--- config.mk ---
export PLATFORM = sky130hd
export DESIGN_NAME = cross_stencil_smoothing_filter_unit
export DESIGN_NICKNAME = d
export VERILOG_FILES = /design/src/sv/csf_pkg.sv /design/src/sv/csf_ram.sv /design/src/sv/csf_flush.sv /design/src/sv/cross_stencil_smoothing_filter_unit.sv
export SDC_FILE = /design/constraint.sdc
export NUM_CORES = 1
export LEC_CHECK = 0
export ABC_AREA = 1
export BUFFER_PORTS_ARGS = -buffer_cell sky130_fd_sc_hd__buf_2
export CAP_MARGIN = 20
export CORE_ASPECT_RATIO = 1.75
export CORE_MARGIN = 2
export CORE_UTILIZATION = 35
export DETAILED_ROUTE_END_ITERATION = 10
export PLACE_DENSITY = 0.54
export SYNTH_ARGS = -nofsm -noshare
export SYNTH_HDL_FRONTEND = slang
export SYNTH_SLANG_ARGS = --single-unit
export TNS_END_PERCENT = 10
--- constraint.sdc ---
create_clock -name clock -period 10.2 [get_ports clock]
set_input_delay 1.02 -clock clock [delete_from_list [all_inputs] [get_ports clock]]
set_output_delay 1.02 -clock clock [all_outputs]
set_load 0.01 [all_outputs]
--- src/sv/csf_pkg.sv ---
// Shared constants and types for the cross stencil smoothing filter.
// Image geometry, line-buffer entry layout, result beat and flush control structs.
// No dependencies.
package csf_pkg;

   localparam int IMG_WIDTH  = 32;
   localparam int IMG_HEIGHT = 32;

   localparam int PIX_W = 8;
   localparam int COL_W = $clog2(IMG_WIDTH);
   localparam int ROW_W = $clog2(IMG_HEIGHT);
   // line buffer entry: [15:8] pixel two rows up, [7:0] pixel one row up
   localparam int ENT_W = 2 * PIX_W;
   localparam int SUM_W = PIX_W + 3;

   localparam logic [COL_W-1:0] COL_LAST = COL_W'(IMG_WIDTH - 1);
   localparam logic [ROW_W-1:0] ROW_LAST = ROW_W'(IMG_HEIGHT - 1);

   typedef struct packed {
      logic [PIX_W-1:0] pixel;
      logic             run_last;
      logic             frame_last;
   } rsp_type;

   typedef struct packed {
      logic             busy;
      logic             rd_en;
      logic [COL_W-1:0] rd_addr;
      logic             load;
      rsp_type          rsp;
   } flush_ctl_type;

endpackage

--- src/sv/csf_ram.sv ---
// Generic simple dual-port RAM: one write port, one read port, registered read.
// Used as the line buffer of the smoothing filter. No dependencies.
module csf_ram #(
   parameter int WIDTH = 8,
   parameter int DEPTH = 32
) (
   input  logic                     clock,
   input  logic                     wr_en,
   input  logic [$clog2(DEPTH)-1:0] wr_addr,
   input  logic [WIDTH-1:0]         wr_data,
   input  logic                     rd_en,
   input  logic [$clog2(DEPTH)-1:0] rd_addr,
   output logic [WIDTH-1:0]         rd_data
);

   logic [WIDTH-1:0] mem_ff [DEPTH];
   logic [WIDTH-1:0] rd_data_ff;

   always_ff @(posedge clock) begin
      if (wr_en) begin
         mem_ff[wr_addr] <= wr_data;
      end
      if (rd_en) begin
         rd_data_ff <= mem_ff[rd_addr];
      end
   end

   assign rd_data = rd_data_ff;

endmodule

--- src/sv/csf_flush.sv ---
// Frame-end flush sequencer: replays the last image row from the line buffer.
// Depends on csf_pkg; drives the line buffer read port on start and while busy.
module csf_flush import csf_pkg::*; (
   input  logic             clock,
   input  logic             reset,
   input  logic             start,
   input  logic [PIX_W-1:0] last_pix,
   input  logic             out_free,
   input  logic [PIX_W-1:0] rd_pix,
   output flush_ctl_type    ctl
);

   localparam logic [1:0] FL_IDLE = 2'd0;
   localparam logic [1:0] FL_READ = 2'd1;
   localparam logic [1:0] FL_LAST = 2'd2;

   logic [1:0]       state_ff, state_in;
   logic [COL_W-1:0] idx_ff, idx_in;
   logic [PIX_W-1:0] pix_ff, pix_in;

   always_comb begin
      state_in        = state_ff;
      idx_in          = idx_ff;
      pix_in          = pix_ff;
      ctl.busy        = (state_ff != FL_IDLE);
      ctl.rd_en       = 1'b0;
      ctl.rd_addr     = '0;
      ctl.load        = 1'b0;
      ctl.rsp.pixel      = rd_pix;
      ctl.rsp.run_last   = 1'b0;
      ctl.rsp.frame_last = 1'b0;
      unique case (state_ff)
         FL_IDLE: begin
            if (start) begin
               ctl.rd_en   = 1'b1;
               ctl.rd_addr = '0;
               idx_in      = '0;
               pix_in      = last_pix;
               state_in    = FL_READ;
            end
         end
         FL_READ: begin
            if (out_free) begin
               ctl.load = 1'b1;
               if (idx_ff == COL_LAST - COL_W'(1)) begin
                  state_in = FL_LAST;
               end else begin
                  ctl.rd_en   = 1'b1;
                  ctl.rd_addr = idx_ff + COL_W'(1);
                  idx_in      = idx_ff + COL_W'(1);
               end
            end
         end
         FL_LAST: begin
            if (out_free) begin
               ctl.load           = 1'b1;
               ctl.rsp.pixel      = pix_ff;
               ctl.rsp.run_last   = 1'b1;
               ctl.rsp.frame_last = 1'b1;
               state_in           = FL_IDLE;
            end
         end
         default: begin
            state_in = FL_IDLE;
         end
      endcase
   end

   always_ff @(posedge clock) begin
      if (reset) begin
         state_ff <= FL_IDLE;
      end else begin
         state_ff <= state_in;
      end
      idx_ff <= idx_in;
      pix_ff <= pix_in;
   end

endmodule

--- src/sv/cross_stencil_smoothing_filter_unit.sv ---
// Top level of the cross stencil smoothing filter: position counters, stencil stage,
// line buffer and output register. Depends on csf_pkg, csf_ram and csf_flush.
//
//   channel | ports   | beat payload
//   --------+---------+--------------------------------------------------------
//   input   | req_*   | tdata[7:0] pixel_in
//   result  | rsp_*   | tdata[7:0] pixel_out, tlast run_last, tuser[0] frame_last
//
// One pixel per cycle while no result stalls and no flush runs; a result leaves one row behind its input pixel.
// The line buffer RAM (one read, one write port) sets the rate: one read per beat.
// The final pixel of a frame is followed by IMG_WIDTH flush beats from the buffer;
// no input is taken from the final pixel's stencil cycle on until the flush is done.
// Synchronous reset clears position and valid state; buffer contents start unknown.
// A stalled result beat holds in the output register; the stencil stage waits behind it unless its row is 0.
module cross_stencil_smoothing_filter_unit import csf_pkg::*; (
   input  logic       clock,
   input  logic       reset,
   input  logic       req_tvalid,
   output logic       req_tready,
   input  logic [7:0] req_tdata,   // [7:0] pixel_in
   output logic       rsp_tvalid,
   input  logic       rsp_tready,
   output logic [7:0] rsp_tdata,   // [7:0] pixel_out
   output logic       rsp_tlast,   // run_last
   output logic [0:0] rsp_tuser    // [0] frame_last
);

   logic [COL_W-1:0] col_ff, col_in;
   logic [ROW_W-1:0] row_ff, row_in;

   logic             s1_valid_ff, s1_valid_in;
   logic [PIX_W-1:0] s1_pix_ff;
   logic [COL_W-1:0] s1_col_ff;
   logic [ROW_W-1:0] s1_row_ff;
   logic [ENT_W-1:0] cur_ff;       // entry of the current column
   logic [PIX_W-1:0] left_ff;      // upper-row pixel of the previous column

   logic             rsp_valid_ff, rsp_valid_in;
   rsp_type          rsp_ff, rsp_in;

   logic             accept, out_free, s1_emit, s1_final, s1_fire, border;
   logic [COL_W-1:0] next_col;
   logic [ENT_W-1:0] rd_data;
   logic             rd_en;
   logic [COL_W-1:0] rd_addr;
   logic [SUM_W-1:0] sum;
   logic [PIX_W-1:0] smoothed;
   flush_ctl_type    fl;

   assign out_free = !rsp_valid_ff || rsp_tready;
   assign s1_emit  = (s1_row_ff != '0);
   assign s1_final = (s1_row_ff == ROW_LAST) && (s1_col_ff == COL_LAST);
   assign s1_fire  = s1_valid_ff && (!s1_emit || out_free);

   // hold input while the frame-end flush owns the read port
   assign req_tready = !fl.busy && (!s1_valid_ff || (s1_fire && !s1_final));
   assign accept     = req_tvalid && req_tready;

   assign next_col = (col_ff == COL_LAST) ? '0 : col_ff + COL_W'(1);

   always_comb begin
      col_in = col_ff;
      row_in = row_ff;
      if (accept) begin
         col_in = next_col;
         if (col_ff == COL_LAST) begin
            row_in = (row_ff == ROW_LAST) ? '0 : row_ff + ROW_W'(1);
         end
      end
   end

   // prefetch the entry of the next column so the right neighbor is at hand
   assign rd_en   = accept || fl.rd_en;
   assign rd_addr = fl.rd_en ? fl.rd_addr : next_col;

   csf_ram #(
      .WIDTH (ENT_W),
      .DEPTH (IMG_WIDTH)
   ) u_line_buf (
      .clock   (clock),
      .wr_en   (s1_fire),
      .wr_addr (s1_col_ff),
      .wr_data ({cur_ff[PIX_W-1:0], s1_pix_ff}),
      .rd_en   (rd_en),
      .rd_addr (rd_addr),
      .rd_data (rd_data)
   );

   csf_flush u_flush (
      .clock    (clock),
      .reset    (reset),
      .start    (s1_fire && s1_final),
      .last_pix (s1_pix_ff),
      .out_free (out_free),
      .rd_pix   (rd_data[PIX_W-1:0]),
      .ctl      (fl)
   );

   assign border = (s1_row_ff == ROW_W'(1)) ||
                   (s1_col_ff == '0) || (s1_col_ff == COL_LAST);

   assign sum = {1'b0, cur_ff[PIX_W-1:0], 2'b00}
              + SUM_W'(cur_ff[ENT_W-1:PIX_W])
              + SUM_W'(s1_pix_ff)
              + SUM_W'(left_ff)
              + SUM_W'(rd_data[PIX_W-1:0]);

   assign smoothed = border ? cur_ff[PIX_W-1:0] : sum[SUM_W-1:3];

   always_comb begin
      s1_valid_in = s1_valid_ff;
      if (accept) begin
         s1_valid_in = 1'b1;
      end else if (s1_fire) begin
         s1_valid_in = 1'b0;
      end
   end

   always_comb begin
      rsp_valid_in = rsp_valid_ff;
      rsp_in       = rsp_ff;
      if (s1_fire && s1_emit) begin
         rsp_valid_in       = 1'b1;
         rsp_in.pixel       = smoothed;
         rsp_in.run_last    = !s1_final;
         rsp_in.frame_last  = 1'b0;
      end else if (fl.load) begin
         rsp_valid_in = 1'b1;
         rsp_in       = fl.rsp;
      end else if (rsp_tready) begin
         rsp_valid_in = 1'b0;
      end
   end

   always_ff @(posedge clock) begin
      if (reset) begin
         col_ff       <= '0;
         row_ff       <= '0;
         s1_valid_ff  <= 1'b0;
         rsp_valid_ff <= 1'b0;
      end else begin
         col_ff       <= col_in;
         row_ff       <= row_in;
         s1_valid_ff  <= s1_valid_in;
         rsp_valid_ff <= rsp_valid_in;
      end
      if (accept) begin
         s1_pix_ff <= req_tdata[PIX_W-1:0];
         s1_col_ff <= col_ff;
         s1_row_ff <= row_ff;
      end
      // advance the column window
      if (s1_fire) begin
         cur_ff  <= rd_data;
         left_ff <= cur_ff[PIX_W-1:0];
      end
      rsp_ff <= rsp_in;
   end

   assign rsp_tvalid   = rsp_valid_ff;
   assign rsp_tdata    = rsp_ff.pixel;
   assign rsp_tlast    = rsp_ff.run_last;
   assign rsp_tuser[0] = rsp_ff.frame_last;

endmodule
==> flow_metrics.tcl, run 1 <==
set metrics [dict create \
    place_area_um2 28400 \
    ff2ff_path_depth 16 \
    ys_ff_latch 607 \
    yosysSeqAreaShare 0.664 \
    synth_edf_count 592 \
    worstPathCellList "inv_1 > ha_1 > inv_1 > nor2_1 > nand2_1 > inv_1 > nand2_4 > buf_4 > buf_4 > nand3_1 > nand3_1 > nand3_1 > nand3_1 > nand2_1 > nand2_1 > nand2_1" \
    wire_per_inst_um 20.4 \
    syn_to_final_growth_pct 10.1 \
    path_buf_inv 5 \
    io_buffers 23 \
    hold_class "reg -> reg" \
    clock_latency_ns 0.60 \
    drv_cap 0 \
    fmax_ghz 0.216 \
    num_io_pins 24 \
    finClkSkew_ns 0.00821 \
    cts_tree "built" \
    dieArea_um2 80100 \
    grtUsageTotal 0.183 \
    maxSlewHeadroom 0.257 \
    instances_no_fill 3599 \
    path_delay_family "buffers and inverters" \
    drive_gt1_frac 0.0673 \
    crit_path_top_delay_cell "buf_4" \
    fin_crit_sh 0.455 \
    cts.sinks 607 \
    fp-row-count 135 \
    yosys_warnings 0 \
    crit_path_end_kind "flop" \
    final-hold-violation-count 0 \
    crit_arrival_ns 4.99 \
    grt_max_degree 209 \
    postSynth.asyncResetShare 0 \
    dpl.cell_count 3506 \
    powerDensity_nw_per_um2 288 \
    p_seq_frac 0.372 \
    path_clk_slew_ns 0.07 \
    grt_pass1_wl_mm 111 \
    drv_slew 0 \
    gp_congestion 0.805 \
    holdWs_ns 0.437 \
    power.switching_w 0.00352 \
    cp-start-kind "flop" \
    htreeDepth 2 \
    tns_ns 0 \
    finalInstanceArea_um2 30000 \
    cts-root-buf "clkbuf_16" \
    syn_nets 2583 \
    clockBufferDepth 3 \
    finalSetupViolCount 0 \
    p_int_w 0.00513 \
    synth_cell_types 34 \
    vias 18000 \
    avgSynthCellArea_um2 10.8 \
    switching_share 0.407 \
    period_minus_slack_ns 4.64 \
    path_depth 16 \
    drt_iter0_markers 1188 \
    p_leak_nw 12.1 \
    p_comb_frac 0.407 \
    cts_setup_buffers 0 \
    hold-path-cell-count 0 \
    rsz0062_at_grt "false" \
    die_h_um 373 \
    dieWidth_um 215 \
    irDropWorstVdd_uv 215 \
    grt_pass1_vias 18100 \
    drt_first_pass_iters 5 \
    status "completed" \
    route.antenna.remaining_nets 0 \
    antenna_found_initial 3 \
    power_w 0.00865 \
    tightest_slew_ns 1.11 \
    cp_max_fo 83 \
    cts_resized 0 \
    critPathKind "reg -> reg" \
    final_nets 2585 \
    fillerInstances 7479 \
    grt_overflow_total 0 \
    cp.required_ns 10.55 \
    initial_core_util 0.353 \
    hpwlAfterDp_mm 43.8 \
    syn-instance-count 2530 \
    viasPerCell 5.00 \
    synth_flop_cell "edfxtp_1" \
    cts_hold_buf 0 \
    drt-total-wl_mm 73.6 \
    synth_area_um2 27200 \
    p_clk_frac 0.221 \
    critPathMaxStageDelay_ns 0.85 \
    cts_made_buffers 51 \
    core_um2 77200 \
    antennaDiodeCount 0 \
    drc 0 \
]
[layout make-up]
type | instances | area [um^2] | share of cell area
clock buffers | 66 | 1380 | 0.0459
multi-input cells | 1417 | 7040 | 0.235
clock inverters | 27 | 209 | 0.00697
inverters | 370 | 1390 | 0.0464
flip-flops and latches | 607 | 18100 | 0.603
repair buffers | 85 | 606 | 0.0202
well taps | 1027 | 1280 | 0.0429
[power by group through the flow]
stage	registers (W)	logic, W	clock network (W)
2_1_floorplan	0.00328	0.00244	0
3_3_place_gp	0.00327	0.00352	0
3_5_place_dp	0.00328	0.00355	0
4_1_cts	0.00322	0.00357	0.00196
5_1_grt	0.00323	0.00395	0.00204
6_report	0.00322	0.00352	0.00191
[state kept, by name, indices dropped and copies added, names as in the netlist, 2 cells and up]
name and cells:
u_flush.pix_ff 8, u_line_buf.mem_ff 512, cur_ff 16, s1_pix_ff 8, u_flush.idx_ff 5, u_flush.state_ff 2, u_line_buf.rd_data 16, s1_row_ff 5
row_ff 5, rsp_tdata 8, s1_col_ff 5, col_ff 5, left_ff 8
[metal layers]
metal / global-route usage / vias up / share of wire
li1: - / 8467 / -
met1: 0.199 / 8903 / 0.37
met2: 0.346 / 498 / 0.54
met3: 0.0160 / 137 / 0.039
met4: 0.0998 / 0 / 0.055
met5: 0 / - / 0
[worst register-to-register path, stage by stage (launching register included)]
cell and delay (ns):
dfxtp_1 0.36, inv_1 0.07, ha_1 0.20, inv_1 0.26
nor2_1 0.11, nand2_1 0.21, inv_1 0.14, nand2_4 0.48
buf_4 0.77, buf_4 0.89, nand3_1 0.20, nand3_1 0.14
nand3_1 0.08, nand3_1 0.25, nand2_1 0.11, nand2_1 0.07
nand2_1 0.05
[cell usage after synthesis (15+ instances only)]
| master | n | area [um^2] |
|---|---|---|
| buf_2 | 86 | 430 |
| fa_1 | 22 | 440 |
| o21ai_0 | 30 | 150 |
| a21oi_1 | 16 | 80.1 |
| dfxtp_1 | 15 | 300 |
| nand2_1 | 587 | 2200 |
| inv_1 | 368 | 1380 |
| nand3_1 | 557 | 2790 |
| nand3b_1 | 64 | 480 |
| ha_1 | 19 | 238 |
| nor2_1 | 82 | 308 |
| buf_4 | 28 | 210 |
| edfxtp_1 | 592 | 17800 |
[final timing paths]
path                          start                      to  slack [ns]
min          u_line_buf.rd_data[15]              cur_ff[15]        0.44
max reg2reg     u_flush.state_ff[1]  u_line_buf.rd_data[11]        5.56
max             u_flush.state_ff[1]  u_line_buf.rd_data[11]        5.56
min reg2reg  u_line_buf.rd_data[15]              cur_ff[15]        0.44
[placed cells by master (no fill, tap or decap), types with 4 or more instances in the layout]
cell type	instances
clkinv_2	11
dfxtp_1	15
clkbuf_1	13
nand3_1	557
nand3b_1	64
nor4_1	4
clkinv_1	10
xor2_1	6
clkbuf_16	53
edfxtp_1	592
a21oi_1	16
fa_1	22
nor2_1	82
buf_4	60
ha_1	19
buf_2	23
o21ai_0	30
nand2_1	586
inv_1	366
[stage by stage]
stage,setup slack [ns],utilization
final,5.56,0.388
after global routing,5.21,0.388
after floorplan,6.10,-
after global placement,5.13,0.368
after detailed placement,5.07,0.368
after CTS,5.55,0.388
[kinds of logic after synthesis]
family | after synthesis | synth area share
AND/OR/NAND/NOR | 1311 | 0.218
AO/OA/AOI/OAI | 56 | 0.0114
adder cells (fa/ha/maj) | 41 | 0.0249
buffers and inverters | 506 | 0.0792
XOR/XNOR | 9 | 0.00290
flip-flops | 607 | 0.664
(Power assumes the default switching activity.)
==> run 2: changes to the inputs <==
==> constraint.sdc (replaced) <==
create_clock -name clock -period 4.6 [get_ports clock]
set_input_delay 0.46 -clock clock [delete_from_list [all_inputs] [get_ports clock]]
set_output_delay 0.46 -clock clock [all_outputs]
set_load 0.01 [all_outputs]
==> run 2 against run 1 <==
Effect of this change:
- fmax grew 20%
- critical path depth grew 4
- register-to-register slack lost 4.8 ns
- clock-buffer cell count shrank 4
- sequential power grew 120%
- global-route usage shrank 0.51 points
- sequential cell count is the same
- highest routed layer unchanged
- utilization grew 0.57 points
- final cell count grew 0.39%
- non-clock buffer count grew 11
- via count shrank 0.41%
==> flow_metrics.tcl, run 2 (same netlist as run 1, synthesis figures left out) <==
set metrics [dict create \
    power.switching_w 0.00797 \
    grt_pass1_wl_mm 108 \
    drt_first_pass_iters 5 \
    cp.required_ns 4.96 \
    pre_cts_ws_ns 0.725 \
    fmax_ghz 0.258 \
    hold_class "in -> reg" \
    hold-path-cell-count 2 \
    rrSetupSlack_ns 0.73 \
    critPathLaunch "s1_pix_ff[2]" \
    use_met2 0.346 \
    switching_share 0.399 \
    final_common_cell "edfxtp_1" \
    cts_resized 0 \
    antennaDiodeCount 0 \
    period_minus_slack_ns 3.87 \
    cts_tree "built" \
    grt_max_degree 153 \
    final_nets 2596 \
    fp-row-count 135 \
    p_int_w 0.0120 \
    final-hold-violation-count 0 \
    hpwlAfterDp_mm 44.0 \
    clock_latency_ns 0.62 \
    htreeDepth 2 \
    finalInstanceArea_um2 30400 \
    drv_cap 0 \
    gr-usage-met1 0.189 \
    grt_pass1_vias 17800 \
    whs_endpoint "col_ff[0]" \
    top_usage_layer "met2" \
    path_clk_slew_ns 0.07 \
    cts_made_buffers 51 \
    min_from "reset" \
    cts_hold_buf 0 \
    cts-root-buf "clkbuf_16" \
    drt_iter0_markers 1190 \
    crit_path_end_kind "flop" \
    drc 0 \
    wire_per_inst_um 19.8 \
    ff2ff_path_depth 20 \
    reg2reg_from "s1_pix_ff[2]" \
    dieWidth_um 215 \
    tns_ns 0 \
    regArea_um2 18100 \
    p_leak_nw 12.3 \
    cp-start-kind "flop" \
    route.antenna.remaining_nets 0 \
    fillerInstances 7366 \
    multi_input_area_um2 7040 \
    place_area_um2 28600 \
    p_seq_frac 0.353 \
    num_io_pins 24 \
    grtUsageTotal 0.177 \
    crit_arrival_ns 4.23 \
    fin_crit_sh 0.841 \
    finalSetupViolCount 0 \
    die_h_um 373 \
    critPathKind "reg -> reg" \
    antenna_found_initial 1 \
    finClkSkew_ns 0.0270 \
    io_buffers 23 \
    irDropWorstVdd_uv 574 \
    vias 17900 \
    largest_reg_flops 512 \
    worst_slack_ns 0.729 \
    gr-usage-met3 0.0162 \
    tightest_slew_ns 0.979 \
    cp_max_fo 2 \
    drive_gt1_frac 0.0746 \
    core_um2 77200 \
    dieArea_um2 80100 \
    maxSlewHeadroom 0.347 \
    p_clk_frac 0.240 \
    layout_common_cells "edfxtp_1 (592), nand2_1 (586), nand3_1 (557)" \
    powerDensity_nw_per_um2 656 \
    clockBufferDepth 3 \
    drv_slew 0 \
    gp_congestion 0.804 \
    worstReg2RegEnd "rsp_tdata[7]" \
    cts.sinks 607 \
    drt-total-wl_mm 71.7 \
    rsz0062_at_grt "false" \
    grt_overflow_total 0 \
    status "completed" \
    viasPerCell 4.96 \
    syn_to_final_growth_pct 11.7 \
    cts_setup_buffers 0 \
    initial_core_util 0.353 \
    top_register "u_line_buf.mem_ff" \
    p_comb_frac 0.407 \
]
[run 2: changes by cell type in the layout (fill, tap and decap cells not counted), sizes merged]
cell,delta
buf,+11
bufinv,+9
clkbuf,-4
clkinv,-5
clkinvlp,+1
inv,+2
[run 2: metal layers]
metal  vias up  wire length, um  part of all wire
li1       8498                -                 -
met1      8924            26700              0.37
met2       388            39700              0.55
met3       122             2250             0.031
met4         0             3110             0.043
met5         -                0                 0
[run 2: per-stage QoR]
| stage | util | hold WS [ns] | cells | total power, W |
|---|---|---|---|---|
| 6_report | 0.394 | 0.0754 | 3613 | 0.0200 |
| 5_1_grt | 0.394 | 0.0644 | 3613 | 0.0212 |
| 4_1_cts | 0.394 | 0.0493 | 3613 | 0.0202 |
| 3_5_place_dp | 0.370 | 0.411 | 3517 | 0.0154 |
| 3_3_place_gp | 0.370 | 0.406 | 3517 | 0.0153 |
| 2_1_floorplan | - | 0.400 | 2530 | 0.0127 |
[run 2: power by group through the flow]
stage	logic, W	clock network, W	registers (W)
2_1_floorplan	0.00541	0	0.00727
4_1_cts	0.00826	0.00487	0.00704
6_report	0.00813	0.00479	0.00704
3_3_place_gp	0.00817	0	0.00716
3_5_place_dp	0.00823	0	0.00717
5_1_grt	0.00908	0.00505	0.00707
[run 2: final cells by class]
type / count / area share
clock buffer: 62 / 0.0440
multi-input combinational: 1417 / 0.231
sequential: 607 / 0.594
timing repair buffer: 96 / 0.0263
tap: 1027 / 0.0422
inverter: 370 / 0.0457
clock inverter: 34 / 0.0160
[run 2: worst max-delay path by stage]
stage	to	cells after the start
6_report	rsp_tdata[7]	20
3_5_place_dp	rsp_tdata[7]	20
3_3_place_gp	rsp_tdata[7]	20
4_1_cts	rsp_tdata[7]	20
5_1_grt	rsp_tdata[7]	20
2_1_floorplan	rsp_tdata[7]	20
[run 2: critical path, stage by stage, from the launching register on]
cell and delay [ns]:
edfxtp_1 0.34, inv_1 0.06, fa_1 0.53, inv_1 0.05
fa_1 0.47, inv_1 0.05, fa_1 0.42, nor4_1 0.41
fa_1 0.32, nand3_1 0.10, nand2_1 0.09, nand2_1 0.06
nand2_1 0.06, a21oi_1 0.08, nor2_1 0.11, nor2_1 0.05
nor2_1 0.08, nor2_1 0.05, xnor2_1 0.12, o21bai_1 0.12
nand2_1 0.08
==> run 3: changes to the inputs <==
==> constraint.sdc (replaced) <==
create_clock -name clock -period 4.06 [get_ports clock]
set_input_delay 0.406 -clock clock [delete_from_list [all_inputs] [get_ports clock]]
set_output_delay 0.406 -clock clock [all_outputs]
set_load 0.01 [all_outputs]
==> run 3 against run 2 <==
Effect of this change:
- clock power grew 8.4%
- setup slack lost 0.47 ns
- critical path type unchanged
- total power grew 13%
- register-to-register slack lost 0.47 ns
- clock skew shrank 0.0037 ns
- worst hold slack lost 0.044 ns
- sequential cell count is the same
- clock-buffer cell count shrank 7
- non-clock buffer count grew 10
- first-iteration DRC count grew 17%
- die area is the same
- sequential power grew 13%
- critical endpoint unchanged
==> flow_metrics.tcl, run 3 (same netlist as run 1, synthesis figures left out) <==
set metrics [dict create \
    maxSlewHeadroom 0.360 \
    grtUsageTotal 0.179 \
    clock_latency_ns 0.62 \
    crit_path_end_kind "flop" \
    cts_resized 0 \
    cts_made_buffers 52 \
    post-route-util 0.395 \
    grt_overflow_total 0 \
    antennaDiodeCount 0 \
    irDropWorstVdd_uv 415 \
    viasPerCell 4.98 \
    cts-root-buf "clkbuf_16" \
    route.antenna.remaining_nets 0 \
    grt_pass1_vias 18000 \
    hold-path-cell-count 1 \
    drv_slew 0 \
    syn_to_final_growth_pct 11.9 \
    crit_path_top_delay_cell "fa_1" \
    rrSetupSlack_ns 0.26 \
    power_w 0.0226 \
    dieWidth_um 215 \
    drt_first_pass_iters 6 \
    tns_ns 0 \
    die_h_um 373 \
    cp-start-kind "flop" \
    fin_crit_sh 0.936 \
    antenna_found_initial 4 \
    cts.sinks 607 \
    crit_arrival_ns 4.15 \
    p_leak_nw 12.4 \
    io_buffers 23 \
    path_clk_slew_ns 0.07 \
    layout_common_cells "edfxtp_1 (592), nand2_1 (586), nand3_1 (557)" \
    fmax_ghz 0.263 \
    drt_iter0_markers 1395 \
    worstReg2RegEnd "rsp_tdata[7]" \
    final_common_cell "edfxtp_1" \
    final-hold-violation-count 0 \
    status "completed" \
    cts_tree "built" \
    top_register "u_line_buf.mem_ff" \
    path_delay_family "adder cells" \
    cp.required_ns 4.41 \
    final_nets 2607 \
    drt-total-wl_mm 72.2 \
    cts_setup_buffers 0 \
    rsz0062_at_grt "false" \
    drv_cap 0 \
    place_area_um2 28700 \
    core_um2 77200 \
    reg2reg_from "s1_pix_ff[2]" \
    htreeDepth 2 \
    grt_max_degree 110 \
    critPathKind "reg -> reg" \
    period_minus_slack_ns 3.80 \
    clockBufferDepth 3 \
    holdWs_ns 0.0319 \
    drc 0 \
    powerDensity_nw_per_um2 741 \
    finClkSkew_ns 0.0233 \
    path_buf_inv 3 \
    num_io_pins 24 \
    finalSetupViolCount 0 \
    tightest_slew_ns 0.959 \
    worstPathCellList "inv_1 > fa_1 > inv_1 > fa_1 > inv_1 > fa_1 > nor4_2 > fa_2 > nand3_1 > nand2_1 > nand2_1 > nand2_1 > a21oi_2 > nor2_1 > nor2_1 > nor2_1 > nor2_1 > xnor2_1 > o21bai_1 > nand2_1" \
    largest_reg_flops 512 \
    grt_pass1_wl_mm 109 \
    critPathMaxStageDelay_ns 0.54 \
    min_from "req_tdata[5]" \
    dieArea_um2 80100 \
    hold_class "in -> reg" \
    whs_endpoint "s1_pix_ff[5]" \
    ff2ff_path_depth 20 \
    vias 18000 \
    cts_hold_buf 3 \
    wire_per_inst_um 19.9 \
    cp_max_fo 2 \
    finalInstanceArea_um2 30500 \
    hpwlAfterDp_mm 45.2 \
    fp-row-count 135 \
    drive_gt1_frac 0.0774 \
    initial_core_util 0.353 \
    gp_congestion 0.825 \
]
## run 3: cell count changes in the layout (fill, tap and decap cells not counted), sizes merged
cell         change
buf              +7
bufinv           -4
clkbuf           -7
clkinv          +12
clkinvlp         -2
dlygate4sd3      +3
inv              +2
## run 3: how the worst max path moves through the flow
stage,startpoint,endpoint,cells past startpoint
detailed placement,s1_pix_ff[2],rsp_tdata[7],20
global route,s1_pix_ff[2],rsp_tdata[7],20
CTS,s1_pix_ff[2],rsp_tdata[7],20
global placement,s1_pix_ff[2],rsp_tdata[7],20
finish,s1_pix_ff[2],rsp_tdata[7],20
floorplan,s1_pix_ff[2],rsp_tdata[7],20
## run 3: metrics by stage
stage,worst slack [ns],instances
after floorplan,0.0487,2530
final,0.258,3624
after global routing,0.00284,3624
after detailed placement,0.259,3524
after CTS,0.232,3624
after global placement,0.271,3524
## run 3: metal layers
metal	up-vias	GRT usage	share of wire
met3	167	0.0182	0.042
met2	476	0.330	0.53
met1	8868	0.199	0.37
li1	8527	-	-
met5	-	0	0
met4	0	0.103	0.061
## run 3: cell type report
cell class	instances	area, um^2
clock buffers	55	1330
inverters	370	1390
repair buffers	106	921
flip-flops and latches	607	18100
clock inverters	42	405
fillers	7385	46700
well taps	1027	1280
multi-input cells	1417	7050
## run 3: where the power goes
group	internal, W	switching, W
clock network	0.00289	0.00230
registers	0.00777	0.000205
logic	0.00282	0.00659
total	0.0135	0.00909
## run 3: worst register-to-register path, stage by stage, from the launching register on
cell      delay, ns
edfxtp_1       0.35
inv_1          0.07
fa_1           0.54
inv_1          0.05
fa_1           0.48
inv_1          0.05
fa_1           0.44
nor4_2         0.29
fa_2           0.30
nand3_1        0.10
nand2_1        0.09
nand2_1        0.07
nand2_1        0.07
a21oi_2        0.05
nor2_1         0.09
nor2_1         0.05
nor2_1         0.08
nor2_1         0.06
xnor2_1        0.12
o21bai_1       0.12
nand2_1        0.08
